File: src/bcdu_pkg.sv
// Package: shared types, constants and decode helpers for the BCD calendar converter.
`default_nettype none

package bcdu_pkg;

    localparam int unsigned DEF_QUEUE_DEPTH = 2;

    // Day counts from 1970-01-01 to the March 1 that starts the shifted year.
    localparam logic [16:0] DAYS_TO_MAR_2000 = 17'd11017;
    localparam logic [16:0] DAYS_TO_MAR_1999 = 17'd10651;

    localparam logic [16:0] SECS_PER_HOUR = 17'd3600;
    localparam logic [16:0] SECS_PER_MIN  = 17'd60;
    localparam logic [31:0] SECS_PER_DAY  = 32'd86400;

    typedef struct packed {
        logic [31:0] time_word;
        logic [31:0] date_word;
    } item_t;

    typedef struct packed {
        logic [31:0] epoch_secs;
        logic        status;
    } result_t;

    // Decoded and classified item passed from front to back.
    typedef struct packed {
        logic       bad;
        logic [7:0] year;
        logic       early;
        logic [3:0] mp;
        logic [5:0] day;
        logic [5:0] hour;
        logic [6:0] minute;
        logic [6:0] second;
    } fields_t;

    function automatic logic [7:0] bcd_decode(input logic [7:0] v);
        return ({4'd0, v[7:4]} * 8'd10) + {4'd0, v[3:0]};
    endfunction

    // Days from March 1 to the first day of the shifted month.
    function automatic logic [8:0] month_start(input logic [3:0] mp);
        logic [8:0] d;
        case (mp)
            4'd0:    d = 9'd0;
            4'd1:    d = 9'd31;
            4'd2:    d = 9'd61;
            4'd3:    d = 9'd92;
            4'd4:    d = 9'd122;
            4'd5:    d = 9'd153;
            4'd6:    d = 9'd184;
            4'd7:    d = 9'd214;
            4'd8:    d = 9'd245;
            4'd9:    d = 9'd275;
            4'd10:   d = 9'd306;
            4'd11:   d = 9'd337;
            default: d = 9'd0;
        endcase
        return d;
    endfunction

endpackage

`default_nettype wire

File: src/bcd_calendar_to_unix_seconds_core.sv
// Top level: BCD RTC time/date words to Unix seconds.
//
// Input channel item_valid/item_stall carries one item_t (time_word, date_word);
// a transfer happens on a rising edge with item_valid high and item_stall low.
// Output channel result_valid/result_stall carries one result_t per item, in order:
// epoch_secs and status (1 = a decoded field out of range, seconds forced to 0).
// An item transfer loads the front register, then a queue slot, the day-count register
// and the seconds register, which raises result_valid.
// Throughput is one item per cycle while result_stall is low; the constant multiplies
// are split between the back stages.
// A stalled result holds; items keep entering until the back stages, the queue
// (QUEUE_DEPTH entries) and the front register fill, then item_stall rises.
// Reset (rst_n low, asynchronous) drops all valid flags and empties the queue;
// the data registers are not reset.
`default_nettype none

module bcd_calendar_to_unix_seconds_core
    import bcdu_pkg::*;
#(
    parameter int unsigned QUEUE_DEPTH = DEF_QUEUE_DEPTH
)
(
    input  wire logic    clk,
    input  wire logic    rst_n,
    input  wire logic    item_valid,
    output logic         item_stall,
    input  wire item_t   item,
    output logic         result_valid,
    input  wire logic    result_stall,
    output result_t      result
);

    logic    cls_valid;
    logic    cls_stall;
    fields_t cls;
    logic    q_valid;
    logic    q_stall;
    fields_t q_data;

    bcdu_front u_front (
        .clk        (clk),
        .rst_n      (rst_n),
        .item_valid (item_valid),
        .item_stall (item_stall),
        .item       (item),
        .cls_valid  (cls_valid),
        .cls_stall  (cls_stall),
        .cls        (cls)
    );

    bcdu_queue #(
        .DEPTH (QUEUE_DEPTH)
    ) u_queue (
        .clk        (clk),
        .rst_n      (rst_n),
        .push_valid (cls_valid),
        .push_stall (cls_stall),
        .push_data  (cls),
        .pop_valid  (q_valid),
        .pop_stall  (q_stall),
        .pop_data   (q_data)
    );

    bcdu_back u_back (
        .clk          (clk),
        .rst_n        (rst_n),
        .fields_valid (q_valid),
        .fields_stall (q_stall),
        .fields       (q_data),
        .result_valid (result_valid),
        .result_stall (result_stall),
        .result       (result)
    );

endmodule

`default_nettype wire

File: src/bcdu_front.sv
// Front stage: BCD field decode, range classification and output register.
`default_nettype none

module bcdu_front
    import bcdu_pkg::*;
(
    input  wire logic    clk,
    input  wire logic    rst_n,
    input  wire logic    item_valid,
    output logic         item_stall,
    input  wire item_t   item,
    output logic         cls_valid,
    input  wire logic    cls_stall,
    output fields_t      cls
);

    logic    cls_valid_reg;
    logic    cls_valid_next;
    fields_t cls_reg;
    fields_t cls_next;
    logic    ready;
    logic    take;

    logic [6:0] second;
    logic [6:0] minute;
    logic [5:0] hour;
    logic [5:0] day;
    logic [4:0] month;
    logic [7:0] year;

    assign ready      = !cls_valid_reg || !cls_stall;
    assign item_stall = !ready;
    assign take       = item_valid && ready;

    always_comb
    begin
        second = 7'(bcd_decode({1'b0, item.time_word[6:0]}));
        minute = 7'(bcd_decode({1'b0, item.time_word[14:8]}));
        hour   = 6'(bcd_decode({2'b0, item.time_word[21:16]}));
        day    = 6'(bcd_decode({2'b0, item.date_word[5:0]}));
        month  = 5'(bcd_decode({3'b0, item.date_word[12:8]}));
        year   = bcd_decode(item.date_word[23:16]);

        cls_next.bad    = (month == 5'd0) || (month > 5'd12) || (day == 6'd0) ||
                          (day > 6'd31) || (hour > 6'd23) || (minute > 7'd59) ||
                          (second > 7'd59);
        cls_next.year   = year;
        cls_next.early  = (month <= 5'd2);
        cls_next.mp     = (month <= 5'd2) ? 4'(month + 5'd9) : 4'(month - 5'd3);
        cls_next.day    = day;
        cls_next.hour   = hour;
        cls_next.minute = minute;
        cls_next.second = second;
    end

    assign cls_valid_next = take ? 1'b1 : (cls_stall ? cls_valid_reg : 1'b0);

    always_ff @(posedge clk or negedge rst_n)
    begin
        if (!rst_n)
        begin
            cls_valid_reg <= 1'b0;
        end
        else
        begin
            cls_valid_reg <= cls_valid_next;
        end
    end

    always_ff @(posedge clk)
    begin
        if (take)
        begin
            cls_reg <= cls_next;
        end
    end

    assign cls_valid = cls_valid_reg;
    assign cls       = cls_reg;

endmodule

`default_nettype wire

File: src/bcdu_queue.sv
// Short queue between front and back stages.
`default_nettype none

module bcdu_queue
    import bcdu_pkg::*;
#(
    parameter int unsigned DEPTH = DEF_QUEUE_DEPTH
)
(
    input  wire logic    clk,
    input  wire logic    rst_n,
    input  wire logic    push_valid,
    output logic         push_stall,
    input  wire fields_t push_data,
    output logic         pop_valid,
    input  wire logic    pop_stall,
    output fields_t      pop_data
);

    localparam int unsigned PTR_W = (DEPTH > 1) ? $clog2(DEPTH) : 1;
    localparam int unsigned CNT_W = $clog2(DEPTH + 1);

    fields_t            mem_reg [DEPTH];
    logic [PTR_W-1:0]   wr_ptr_reg;
    logic [PTR_W-1:0]   wr_ptr_next;
    logic [PTR_W-1:0]   rd_ptr_reg;
    logic [PTR_W-1:0]   rd_ptr_next;
    logic [CNT_W-1:0]   count_reg;
    logic [CNT_W-1:0]   count_next;
    logic               full;
    logic               push;
    logic               pop;

    assign full       = (count_reg == CNT_W'(DEPTH));
    assign push_stall = full;
    assign pop_valid  = (count_reg != '0);
    assign push       = push_valid && !full;
    assign pop        = pop_valid && !pop_stall;
    assign pop_data   = mem_reg[rd_ptr_reg];

    always_comb
    begin
        wr_ptr_next = wr_ptr_reg;
        rd_ptr_next = rd_ptr_reg;
        count_next  = count_reg;
        if (push)
        begin
            wr_ptr_next = (wr_ptr_reg == PTR_W'(DEPTH - 1)) ? '0 : PTR_W'(wr_ptr_reg + 1'b1);
        end
        if (pop)
        begin
            rd_ptr_next = (rd_ptr_reg == PTR_W'(DEPTH - 1)) ? '0 : PTR_W'(rd_ptr_reg + 1'b1);
        end
        if (push && !pop)
        begin
            count_next = CNT_W'(count_reg + 1'b1);
        end
        else if (pop && !push)
        begin
            count_next = CNT_W'(count_reg - 1'b1);
        end
    end

    always_ff @(posedge clk or negedge rst_n)
    begin
        if (!rst_n)
        begin
            wr_ptr_reg <= '0;
            rd_ptr_reg <= '0;
            count_reg  <= '0;
        end
        else
        begin
            wr_ptr_reg <= wr_ptr_next;
            rd_ptr_reg <= rd_ptr_next;
            count_reg  <= count_next;
        end
    end

    always_ff @(posedge clk)
    begin
        if (push)
        begin
            mem_reg[wr_ptr_reg] <= push_data;
        end
    end

    a_count_bound: assert property (@(posedge clk) disable iff (!rst_n)
        count_reg <= CNT_W'(DEPTH))
        else $error("queue count above depth");

    a_count_up: assert property (@(posedge clk) disable iff (!rst_n)
        (push && !pop) |=> (count_reg == CNT_W'($past(count_reg) + 1'b1)))
        else $error("queue count missed a push");

    a_count_down: assert property (@(posedge clk) disable iff (!rst_n)
        (pop && !push) |=> (count_reg == CNT_W'($past(count_reg) - 1'b1)))
        else $error("queue count missed a pop");

endmodule

`default_nettype wire

File: src/bcdu_back.sv
// Back stages: day count and time of day, then seconds product and result register.
`default_nettype none

module bcdu_back
    import bcdu_pkg::*;
(
    input  wire logic    clk,
    input  wire logic    rst_n,
    input  wire logic    fields_valid,
    output logic         fields_stall,
    input  wire fields_t fields,
    output logic         result_valid,
    input  wire logic    result_stall,
    output result_t      result
);

    logic        s1_valid_reg;
    logic        s1_valid_next;
    logic [16:0] days_reg;
    logic [16:0] days_next;
    logic [16:0] tod_reg;
    logic [16:0] tod_next;
    logic        bad_reg;

    logic        result_valid_reg;
    logic        result_valid_next;
    result_t     result_reg;
    result_t     result_next;

    logic        ready1;
    logic        ready2;
    logic        take1;
    logic        take2;

    logic [7:0]  yr_adj;
    logic [16:0] yr_days;
    logic [16:0] doy;
    logic [31:0] day_secs;

    assign ready2       = !result_valid_reg || !result_stall;
    assign ready1       = !s1_valid_reg || ready2;
    assign fields_stall = !ready1;
    assign take1        = fields_valid && ready1;
    assign take2        = s1_valid_reg && ready2;

    always_comb
    begin
        yr_adj  = 8'(fields.year - {7'd0, fields.early});
        yr_days = 17'({9'd0, yr_adj} * 17'd365) + 17'(yr_adj[7:2]) -
                  ((yr_adj >= 8'd100) ? 17'd1 : 17'd0);
        doy     = 17'(month_start(fields.mp)) + 17'(fields.day) - 17'd1;
        if (fields.early && (fields.year == 8'd0))
        begin
            days_next = DAYS_TO_MAR_1999 + doy;
        end
        else
        begin
            days_next = DAYS_TO_MAR_2000 + yr_days + doy;
        end
        tod_next = 17'(17'(fields.hour) * SECS_PER_HOUR) +
                   17'(17'(fields.minute) * SECS_PER_MIN) + 17'(fields.second);
    end

    always_comb
    begin
        day_secs = {15'd0, days_reg} * SECS_PER_DAY;
        result_next.status     = bad_reg;
        result_next.epoch_secs = bad_reg ? 32'd0 : (day_secs + {15'd0, tod_reg});
    end

    assign s1_valid_next     = take1 ? 1'b1 : (ready2 ? 1'b0 : s1_valid_reg);
    assign result_valid_next = take2 ? 1'b1 : (result_stall ? result_valid_reg : 1'b0);

    always_ff @(posedge clk or negedge rst_n)
    begin
        if (!rst_n)
        begin
            s1_valid_reg     <= 1'b0;
            result_valid_reg <= 1'b0;
        end
        else
        begin
            s1_valid_reg     <= s1_valid_next;
            result_valid_reg <= result_valid_next;
        end
    end

    always_ff @(posedge clk)
    begin
        if (take1)
        begin
            days_reg <= days_next;
            tod_reg  <= tod_next;
            bad_reg  <= fields.bad;
        end
        if (take2)
        begin
            result_reg <= result_next;
        end
    end

    assign result_valid = result_valid_reg;
    assign result       = result_reg;

    a_bad_zero: assert property (@(posedge clk) disable iff (!rst_n)
        (result_valid_reg && result_reg.status) |-> (result_reg.epoch_secs == 32'd0))
        else $error("flagged result carries nonzero seconds");

    a_s1_moves: assert property (@(posedge clk) disable iff (!rst_n)
        take2 |=> (result_valid_reg && (result_reg.status == $past(bad_reg))))
        else $error("stage one transfer lost");

    a_hold_stalled: assert property (@(posedge clk) disable iff (!rst_n)
        (result_valid_reg && result_stall) |=> (result_valid_reg && $stable(result_reg)))
        else $error("stalled result changed");

endmodule

`default_nettype wire

File: config.mk
export PLATFORM = sky130hd
export DESIGN_NAME = bcd_calendar_to_unix_seconds_core
export DESIGN_NICKNAME = d
export VERILOG_FILES = /design/src/bcdu_pkg.sv /design/src/bcd_calendar_to_unix_seconds_core.sv /design/src/bcdu_front.sv /design/src/bcdu_queue.sv /design/src/bcdu_back.sv
export SDC_FILE = /design/constraint.sdc
export NUM_CORES = 1
export LEC_CHECK = 0
export BUFFER_PORTS_ARGS = -buffer_cell sky130_fd_sc_hd__buf_2
export CELL_PAD_IN_SITES_DETAIL_PLACEMENT = 0
export CELL_PAD_IN_SITES_GLOBAL_PLACEMENT = 1
export CORE_MARGIN = 1.5
export CORE_UTILIZATION = 49
export CTS_CLUSTER_DIAMETER = 60
export CTS_CLUSTER_SIZE = 14
export DETAILED_ROUTE_END_ITERATION = 8
export GPL_TIMING_DRIVEN = 0
export PLACE_DENSITY = 0.81
export SYNTH_ARGS = -nofsm -noshare
export SYNTH_HDL_FRONTEND = slang
export SYNTH_HIERARCHICAL = 1
export SYNTH_SLANG_ARGS = --single-unit
File: constraint.sdc
create_clock -name clk -period 10.05 [get_ports clk]
set_clock_uncertainty 0.1 [all_clocks]
set_input_delay 2.01 -clock clk [delete_from_list [all_inputs] [get_ports clk]]
set_output_delay 2.01 -clock clk [all_outputs]
set_load 0.03 [all_outputs]
==> impl_metrics.json <==
{
  "placed_cell_area_sq_mm": 0.0178,
  "fin_crit_ns": 8.44,
  "die_w_um": 188,
  "final.setup.tns_ns": 0,
  "yosysWarnings": 6,
  "cts_buffer_depth": 2,
  "core-area_sq_mm": 0.0335,
  "crit_path_end_kind": "flop",
  "initial_utilization": 0.499,
  "worstSetupStartpointType": "flop",
  "tightestPinTransition_ns": 1.12,
  "fin_crit_sh": 0.839,
  "synth_ff_type": "edfxtp_1",
  "drive_gt1_frac": 0.115,
  "status": "completed",
  "syn_to_final_growth_pct": 9.92,
  "ff2ff_setup_slack_ns": 1.61,
  "routed_wl_mm": 27.4,
  "met2_length_mm": 13.7,
  "grt_overflow": 0,
  "vias": 10100,
  "crit_fanout": 10,
  "first_pass_iters": 4,
  "setup_violations": 0,
  "clock_sinks": 195,
  "synth_top_family_by_area": "adder cells",
  "gp_congestion": 0.822,
  "antenna_found_initial": 0,
  "synth_cells": 1488,
  "synth_xor_area_frac": 0.0678,
  "die_height_um": 188,
  "cts_buffers": 17,
  "drc": 0,
  "routedWlPerCell_um": 13.4,
  "cp.arrival_ns": 8.53,
  "yosys.cell_count.top_type": "inv_1",
  "drtIter0Drc": 308,
  "synth_top_area_frac": 0.337,
  "wl_met3_um": 577,
  "slew_headroom": 0.247,
  "grt_usage": 0.163,
  "diodes": 0,
  "syn-num-nets": 1919,
  "ys_ff_latch": 195,
  "ys_types": 72,
  "cts_resized": 0,
  "synth-adder-area-share": 0.319,
  "synth_top_cells_by_area": "edfxtp_1 34%, ha_1 19%, fa_1 13%",
  "grt_max_degree": 37,
  "post-cts-setup-buffers": 0,
  "drv_slew": 0,
  "synthSimpleGateAreaFrac": 0.0716,
  "netlist_area_sq_mm": 0.0167,
  "first_global_vias": 10200,
  "synth_mux_area_frac": 0.0375,
  "synth_edf_count": 188,
  "finalHoldViolCount": 0,
  "seq_area_frac_synth": 0.348,
  "nFillCells": 2884,
  "grt_setup_unrepaired": "false",
  "max_freq_mhz": 119,
  "synthArstFlopShare": 0.0359,
  "path_common_cell": "inv_1",
  "dp_hpwl_mm": 22.9,
  "die_area_sq_mm": 0.0353,
  "synth-compound-area-share": 0.0830,
  "required_ns": 10.14,
  "highest_layer": "met4",
  "avgSynthCellArea_sq_um": 11.2,
  "utilization": 0.548,
  "synthTopCellsByCount": "291 x inv_1, 257 x ha_1, 188 x edfxtp_1",
  "port_buffers": 77,
  "crit_slowest_cell": "a2111oi_0",
  "fin_area_sq_mm": 0.0184,
  "cts_hold_buf": 0,
  "yosysTopAreaCell": "edfxtp_1",
  "fin_nets": 2019,
  "rows": 67,
  "cts_tree": "done",
  "largest_register_ffs": 80,
  "via_per_inst": 4.91,
  "postRouteAntennaNets": 0,
  "worstSetupPathType": "flop to flop",
  "drv_cap": 0,
  "ios": 103,
  "clock_latency_ns": 0.45,
  "cpPeakStageDelay_ns": 0.76,
  "hold_path_class": "flop to flop",
  "htreeDepth": 4,
  "met1_length_mm": 12.7,
  "clk_pin_slew_ns": 0.08,
  "grt_pass1_wl_mm": 47.0,
  "cts-root-buf": "clkbuf_16"
}
-- layer usage --
| metal | vias to the layer above | global-route usage |
|---|---|---|
| li1 | 5216 | - |
| met3 | 25 | 0.0230 |
| met2 | 127 | 0.294 |
| met1 | 4689 | 0.203 |
| met5 | - | 0 |
| met4 | 0 | 0.0440 |
-- cells in the final DEF (no fill, tap or decap), drive strengths merged, types with 27 or more instances in the layout --
cell    Yosys  layout
inv       291     298
ha        257     257
edfxtp    188     188
fa        106     106
xnor2      88      88
buf         5      86
nor2       78      78
a21oi      64      64
nand2      58      58
o21ai      43      43
mux2       40      40
xor2       38      38
clkbuf     11      28
a21o       27      27
-- final timing paths --
kind | startpoint | endpoint | cells past startpoint
max | u_queue/rd_ptr_reg$_DFFE_PN0P_ | u_back/days_reg[15]$_SDFFCE_PP0P_ | 32
min | u_front/cls[37]$_DFFE_PP_ | u_queue/mem_reg[1][37]$_DFFE_PP_ | 0
max reg2reg | u_queue/rd_ptr_reg$_DFFE_PN0P_ | u_back/days_reg[15]$_SDFFCE_PP0P_ | 32
min reg2reg | u_front/cls[37]$_DFFE_PP_ | u_queue/mem_reg[1][37]$_DFFE_PP_ | 0
max in group asynchronous | rst_n | u_queue/rd_ptr_reg$_DFFE_PN0P_ | 1
min in group asynchronous | rst_n | u_front/cls_valid$_DFFE_PN0P_ | 1
-- critical path, delay by kind of cell, from the launching register on --
| family | cells | cell delay (ns) |
|---|---|---|
| AO/OA/AOI/OAI | 10 | 2.46 |
| XOR/XNOR | 2 | 0.56 |
| adder cells (fa/ha/maj) | 8 | 2.85 |
| buffers and inverters | 8 | 1.00 |
| flip-flops | 1 | 0.41 |
| multiplexers | 1 | 0.32 |
| AND/OR/NAND/NOR | 3 | 0.46 |
-- area by class of cell --
| class | instances | area (sq um) | area share |
|---|---|---|---|
| Buffer | 16 | 133 | 0.00721 |
| Clock buffer | 17 | 425 | 0.0231 |
| Clock inverter | 15 | 180 | 0.00980 |
| Inverter | 291 | 1090 | 0.0594 |
| Multi-Input combinational cell | 986 | 9710 | 0.528 |
| Sequential cell | 195 | 5820 | 0.316 |
| Tap cell | 448 | 561 | 0.0305 |
| Timing Repair Buffer | 81 | 465 | 0.0253 |
-- metrics by stage --
step	hold WS [ns]	instances	setup WS, ns
after floorplan	0.321	1488	2.77
after global placement	0.322	2013	1.72
after detailed placement	0.334	2017	1.53
after CTS	0.343	2049	1.50
after global routing	0.350	2049	1.18
final	0.344	2049	1.61
-- cell families after synthesis --
group / after synthesis
fa+ha+maj: 363
buf+inv: 307
simple gates: 244
compound gates: 209
flops: 195
xor+xnor: 127
mux: 43
Power is left out: the tool's default activity adds up to more than one toggle a clock period on the data nets, which glitch-free logic cannot reach.
